### config.mk
export PLATFORM = sky130hd
export DESIGN_NAME = tilt_finish
export DESIGN_NICKNAME = d
export VERILOG_FILES = /design/src/design/tilt_pkg.sv /design/src/design/tilt_finish.sv
export SDC_FILE = /design/constraint.sdc
export NUM_CORES = 1
export LEC_CHECK = 0
export ABC_CLOCK_PERIOD_IN_PS = 4000
export BUFFER_PORTS_ARGS = -buffer_cell sky130_fd_sc_hd__clkbuf_2
export CAP_MARGIN = 20
export CORE_ASPECT_RATIO = 1.1
export CORE_MARGIN = 8
export CORE_UTILIZATION = 47
export DETAILED_ROUTE_END_ITERATION = 8
export PLACE_DENSITY = 0.68
export SLEW_MARGIN = 20
export SYNTH_ARGS = -nofsm -noshare
export SYNTH_HDL_FRONTEND = slang
export SYNTH_SLANG_ARGS = --single-unit
export TNS_END_PERCENT = 30
### constraint.sdc
create_clock -name i_clk -period 4 [get_ports i_clk]
set_input_delay 0.2 -clock i_clk [delete_from_list [all_inputs] [get_ports i_clk]]
set_output_delay 0.2 -clock i_clk [all_outputs]
set_load 0.05 [all_outputs]
### src/design/tilt_pkg.sv
`timescale 1ns / 1ps
`default_nettype none

package tilt_pkg;

    // port widths
    localparam int ACC_W     = 16;
    localparam int OFF_W     = 9;
    localparam int OUT_W     = 15;
    localparam int CFG_IDX_W = 2;

    // internal formats: angles are signed degrees with 16 fraction bits
    localparam int ANG_FRAC = 16;
    localparam int ANG_W    = 26;
    localparam int VEC_W    = 36;
    localparam int TAB_W    = 22;
    localparam int FIN_W    = 27;

    typedef logic signed [ACC_W-1:0] t_accel;
    typedef logic signed [ANG_W-1:0] t_angle;
    typedef logic signed [VEC_W-1:0] t_vec;
    typedef logic [OFF_W-1:0]        t_offset;
    typedef logic [OUT_W-1:0]        t_out_angle;

    // configuration register indexes
    typedef enum logic [CFG_IDX_W-1:0] {
        REG_OFFSET_X = 2'd0,
        REG_OFFSET_Y = 2'd1
    } t_cfg_reg;

    localparam t_offset OFF_RESET = 9'd270;
    localparam t_offset DEG_360   = 9'd360;

    localparam t_angle ANG_90   = t_angle'(90 * 65536);
    localparam t_angle ANG_M90  = t_angle'(-90 * 65536);
    localparam t_angle ANG_180  = t_angle'(180 * 65536);
    localparam t_angle ANG_M180 = t_angle'(-180 * 65536);

    localparam logic [FIN_W-1:0] FULL_FIN = FIN_W'(360 * 65536);

    // atan(2^-i) in degrees, 16 fraction bits, rounded to nearest
    function automatic logic [TAB_W-1:0] atan_tab(input int unsigned idx);
        logic [TAB_W-1:0] v;
        case (idx)
            0:  v = 22'd2949120;
            1:  v = 22'd1740967;
            2:  v = 22'd919879;
            3:  v = 22'd466945;
            4:  v = 22'd234379;
            5:  v = 22'd117304;
            6:  v = 22'd58666;
            7:  v = 22'd29335;
            8:  v = 22'd14668;
            9:  v = 22'd7334;
            10: v = 22'd3667;
            11: v = 22'd1833;
            12: v = 22'd917;
            13: v = 22'd458;
            14: v = 22'd229;
            15: v = 22'd115;
            16: v = 22'd57;
            17: v = 22'd29;
            18: v = 22'd14;
            19: v = 22'd7;
            20: v = 22'd4;
            21: v = 22'd2;
            22: v = 22'd1;
            default: v = 22'd0;
        endcase
        return v;
    endfunction

endpackage

`default_nettype wire

### src/design/tilt_finish.sv
`timescale 1ns / 1ps
`default_nettype none

module tilt_finish #(
    parameter int FRAC_BITS = 6
) (
    input  logic                 i_clk,
    input  logic                 i_en,
    input  tilt_pkg::t_angle     i_angle,
    input  tilt_pkg::t_offset    i_offset,
    output tilt_pkg::t_out_angle o_angle
);
    import tilt_pkg::*;

    localparam int RND_SHIFT = ANG_FRAC - FRAC_BITS;
    localparam int RND_W     = FIN_W + 1;
    localparam logic [RND_W-1:0] RND_HALF = RND_W'(1) << (RND_SHIFT - 1);
    localparam logic [RND_W-1:0] OUT_FULL = RND_W'(360) << FRAC_BITS;

    logic [FIN_W-1:0] r_pos, n_pos;
    logic [FIN_W-1:0] r_sum, n_sum;
    logic [FIN_W-1:0] w_raw;
    logic [RND_W-1:0] w_rnd;
    t_out_angle       r_out, n_out;

    // move negative angles into one turn
    always_comb begin
        n_pos = FIN_W'(i_angle) + (i_angle[ANG_W-1] ? FULL_FIN : FIN_W'(0));
    end

    // add the offset, wrap once
    always_comb begin
        w_raw = r_pos + (FIN_W'(i_offset) << ANG_FRAC);
        n_sum = (w_raw >= FULL_FIN) ? w_raw - FULL_FIN : w_raw;
    end

    // round half up, wrap a full turn to zero
    always_comb begin
        w_rnd = ({1'b0, r_sum} + RND_HALF) >> RND_SHIFT;
        if (w_rnd >= OUT_FULL) begin
            w_rnd = w_rnd - OUT_FULL;
        end
        n_out = w_rnd[OUT_W-1:0];
    end

    always_ff @(posedge i_clk) begin
        if (i_en) begin
            r_pos <= n_pos;
            r_sum <= n_sum;
            r_out <= n_out;
        end
    end

    assign o_angle = r_out;

endmodule

`default_nettype wire

== After elaboration in Yosys (flattened, before gate mapping) ==
Index checks and enable logic that the tools add are counted.
Cells by class
  add/subtract/negate cells: 5
  order comparisons: 2
  multiplexer cells: 3
Operators with widths (number)
  $add 27x10->28 const B: 1
  $add 26x26->27: 1
  $add 27x25->27: 1
  $ge 27x25->1 const B: 1
  $mux 27: 1
  $sub 27x25->27 const B: 1
  $mux 25: 1
  $ge 18x15->1 const B: 1
  $mux 15: 1
  $sub 15x15->15 const B: 1
Word-level totals
  bits in registers: 69
  input bits: 37
  output and inout port bits: 15
  logic and storage cells: 13

== Longest topological paths before layout ==
  depth after elaboration: 3
  gate-level depth with buffers: 11
  gate-level depth less buffers: 11

== Least setup slack after synthesis ==
OpenSTA, ideal clock, no wires.
  path type: reg2reg
  from: reg r_pos[16]
  to: reg r_sum[21] (data pin)
  setup time: 0.259 ns
  data arrival time: 2.737 ns
  required time: 3.741 ns
  setup slack: 1.004 ns
  cell stages (with the launch flop): 10
  buffers on the path: 0
  period minus slack after synthesis: 2.996 ns
  cells stage by stage: edfxtp_1 ha_1 fa_1 a211oi_2 o21ai_1 a311o_1 and2_1 a2111oi_2 nor4_4 o31a_1
Between the ends
  word-level cells in the longest chain between the ends: 3
  elaborated cells on any way between the ends: 4
  those cells by class: add/sub (2); order compare (1); mux (1)
Ends and longest elaborated chain
  start: declaration: RTL line tilt_finish.sv:20  | logic [FIN_W-1:0] r_pos, n_pos;
  start signal: assignment: RTL line tilt_finish.sv:48  | r_pos <= n_pos;
  $add 27x25->27 *: RTL line tilt_finish.sv:33  | w_raw = r_pos + (FIN_W'(i_offset) << ANG_FRAC);
  $sub 27x25->27 / $ge 27x25->1 (equally long branches): RTL line tilt_finish.sv:34  | n_sum = (w_raw >= FULL_FIN) ? w_raw - FULL_FIN : w_raw;
  $mux 27 *: RTL line tilt_finish.sv:34
  net n_sum[21]: RTL line tilt_finish.sv:21  | logic [FIN_W-1:0] r_sum, n_sum;
  end signal: assignment: RTL line tilt_finish.sv:49  | r_sum <= n_sum;
  end: declaration: RTL line tilt_finish.sv:21
Mark *: on every way through the listed nets, which the timed path passes. The rest lies on a longest branch.
A chain may end at the register's enable or synchronous reset.

== Final worst setup path ==
Same ends and word-level chain as after synthesis.

==> results.yml <==
run_status:
  status: "completed"
synth:
  synth_top_area_share_pct: 54.03
  synth_seq_cells: 60
  synth_cells: 275
  synth_warnings: 0
  synth_area_um2: 3334
  synth_ff_type: "edfxtp_1"
  synth.distinct_cells: 56
  synth_edf_count: 60
  ys_async_sr_fraction_pct: 0
  synth.yosys.seq_area_share_pct: 54.03
  synthTopCellsByArea: "edfxtp_1, ha_1, xnor2_1, xor2_1, nor2_1"
  avgSynthCellArea_um2: 12.13
  syn-num-nets: 331
  synth_top_area_cell: "edfxtp_1"
power_and_ir_drop:
  seq_power_share_pct: 40.9
  total_power_mw: 2.155
  vdd_drop_max_mv: 0.3951
  power.leakage_nw: 1.470
  p_per_area_nw_per_um2: 550.9
  p_comb_share_pct: 31.0
  swShare_pct: 33.61
  pwr-share-clk_pct: 28.0
  p_sw_mw: 0.7242
  intPower_mw: 1.431
placement:
  dp_slack_ns: 0.8076
  place_congestion: 0.8263
  portBuffers: 51
  place_hpwl_mm: 4.580
worst_setup_path:
  start_kind: "flop"
  required_ns: 4.08
  cp.arrival_ns: 3.28
  critical_path_class: "flop to flop"
  rr_startpoint: "r_pos[16]$_DFFE_PP_"
  critPathCaptureType: "flop"
  r2r_slack_ns: 0.81
  r2r-end: "r_sum[21]$_DFFE_PP_"
  worstRegToRegCells: 9
  critPathMaxFanout: 7
die:
  die-area_um2: 10050
  die_h_um: 104.3
  rows: 32
  start_util_pct: 48.14
  boundaryPins: 52
  dieWidth_um: 96.31
  core_um2: 6927
route:
  drc_errors: 0
  via_per_inst: 5.422
  dr.pass1.iters: 4
  wire_per_inst_um: 14.12
  drtAntennaViolNets: 0
  vias: 2299
  drt_wl_total_mm: 5.985
  drtIter0Drc: 103
sta:
  worst_slew_pin_slew_ns: 0.7565
  fin_skew_ns: 0.008428
  min_period_ns: 3.194
  layout_setup_ws_ns: 0.8063
  rsz0062_at_grt: "no"
  slew_viol_final: 0
  relSlewSlack_pct: 49.57
  hold_slack_ns: 0.04006
  timing.fmax_mhz: 313.1
  period_share_pct: 79.84
  finalHoldViolations: 0
  totalNegativeSetupSlack_ns: 0
  final-setup-viol-count: 0
global_routing:
  grt_max_degree: 34
  grt.overflow.total: 0
  grt_use_total_pct: 12.16
  grt_pass1_wl_mm: 9.708
  antenna_found_initial: 0
  grt_pass1_vias: 2227
worst_hold_path:
  worstHoldStart: "i_angle[13]"
  holdPathStages: 1
  whs_endpoint: "r_pos[13]$_DFFE_PP_"
  hold_path.class: "input pin to flop"
clock_tree:
  cts_root_buf: "clkbuf_8"
  clock-sinks: 60
  clk_pin_slew_ns: 0.07
  cts_tree: "done"
  cts-buffers-inserted: 9
  htree_levels: 3
  post_cts_resized: 0
  cts-hold-fix-buffers: 0
  clk_latency_ns: 0.33
  clk_path_buf_depth: 2
  post_cts_buffers: 0
flow_run:
  maxCapViolCount: 0
final_layout:
  fillerInstances: 607
  multi_input_area_um2: 1488
  syn_to_final_growth_pct: 17.30
  diodes: 0
  fin_util_pct: 56.47
  nets: 390
  ff_latch_area_um2: 1802
  drive_gt1_share_pct: 23.01
## metrics by stage
step                      instances  instance area (µm²)
after global routing            424                 3911
after CTS                       424                 3911
after global placement          408                 3689
after detailed placement        408                 3689
after floorplan                 275                 3334
final                           424                 3911
## how the worst max path moves through the flow
stage	from	endpoint	slack [ns]	depth (start not counted)
after floorplan	r_pos[16]$_DFFE_PP_	r_sum[21]$_DFFE_PP_	1.00	9
after detailed placement	r_pos[16]$_DFFE_PP_	r_sum[21]$_DFFE_PP_	0.81	9
final	r_pos[16]$_DFFE_PP_	r_sum[21]$_DFFE_PP_	0.81	9
after global placement	r_pos[16]$_DFFE_PP_	r_sum[21]$_DFFE_PP_	0.86	9
after global routing	r_pos[16]$_DFFE_PP_	r_sum[21]$_DFFE_PP_	0.55	9
after CTS	r_pos[16]$_DFFE_PP_	r_sum[21]$_DFFE_PP_	0.78	9
## power by group through the flow
| stage | logic, mW | clock network [mW] | registers [mW] |
|---|---|---|---|
| 6_report | 0.669 | 0.604 | 0.882 |
| 5_1_grt | 0.735 | 0.645 | 0.894 |
| 4_1_cts | 0.672 | 0.620 | 0.883 |
| 3_5_place_dp | 0.667 | 0 | 0.897 |
| 3_3_place_gp | 0.653 | 0 | 0.892 |
| 2_1_floorplan | 0.423 | 0 | 0.994 |
## sequential cells by signal (all words and copies together) (netlist names)
signal / flops
o_angle: 15
r_pos: 27
r_sum: 18
## cell type report
class / count / share of cell area [%]
flip-flops and latches: 60 / 46.07
multi-input cells: 203 / 38.04
well taps: 85 / 2.719
repair buffers: 52 / 6.718
inverters: 8 / 0.7678
clock buffers: 9 / 3.167
clock inverters: 7 / 2.527
## synth_stat cells (5+ instances only)
library cell,instances
edfxtp_1,60
nor4_1,6
a21oi_1,11
nor3_1,8
o21ai_1,5
o21ai_0,9
nor2b_1,5
nor2_1,18
and2_1,5
xor2_1,9
xnor2_1,19
nand2_1,12
nand3_1,11
ha_1,18
inv_1,8
## worst max-delay path: stages, from the launching register on
cell       delay [ns]
edfxtp_1         0.37
ha_1             0.22
fa_1             0.41
a211oi_2         0.33
o21ai_1          0.18
a311o_1          0.39
and2_1           0.17
a2111oi_2        0.44
nor4_4           0.15
o31a_1           0.27
## cell usage in the layout, fill, tap and decap left out, types with 3 or more instances in the layout
cell type  netlist  routed
edfxtp_1        60      60
ha_1            18      18
nor3_1           8       8
nand2b_1         3       3
xnor2_1         19      19
clkbuf_8         0       9
nor2b_1          5       5
a211oi_1         4       4
clkbuf_2         0      51
nand2_1         12      12
o21a_1           3       3
a31oi_1          4       4
a21oi_1         11      11
mux2i_1          3       3
inv_1            8       8
nor2_1          18      18
xor2_1           9       9
o21ai_0          9       9
nor4_1           6       6
and2_1           5       5
or3_1            3       3
o211ai_1         3       3
o21ai_1          5       5
nand4_1          3       3
nand3_1         11      11
## cells by family (layout without fill, tap and decap cells)
logic type	Yosys count	count (layout)	synth area share, %
and+or+nand+nor	91	91	15.80
AOI/OAI and AO/OA	62	62	13.21
DFF	60	60	54.03
xor gates and xnor gates	28	28	7.355
adders and majority gates	19	19	7.355
buffers and inverters	12	76	1.351
muxes	3	3	0.9006
## per-layer routing
metal	track usage, %	wire (µm)	vias to the layer above
li1	-	-	1182
met1	13.10	2470	1067
met2	20.57	3088	45
met3	4.693	360	5
met4	4.767	65	0
met5	0	0	-
Note: power is estimated with default switching activity, not from simulation.
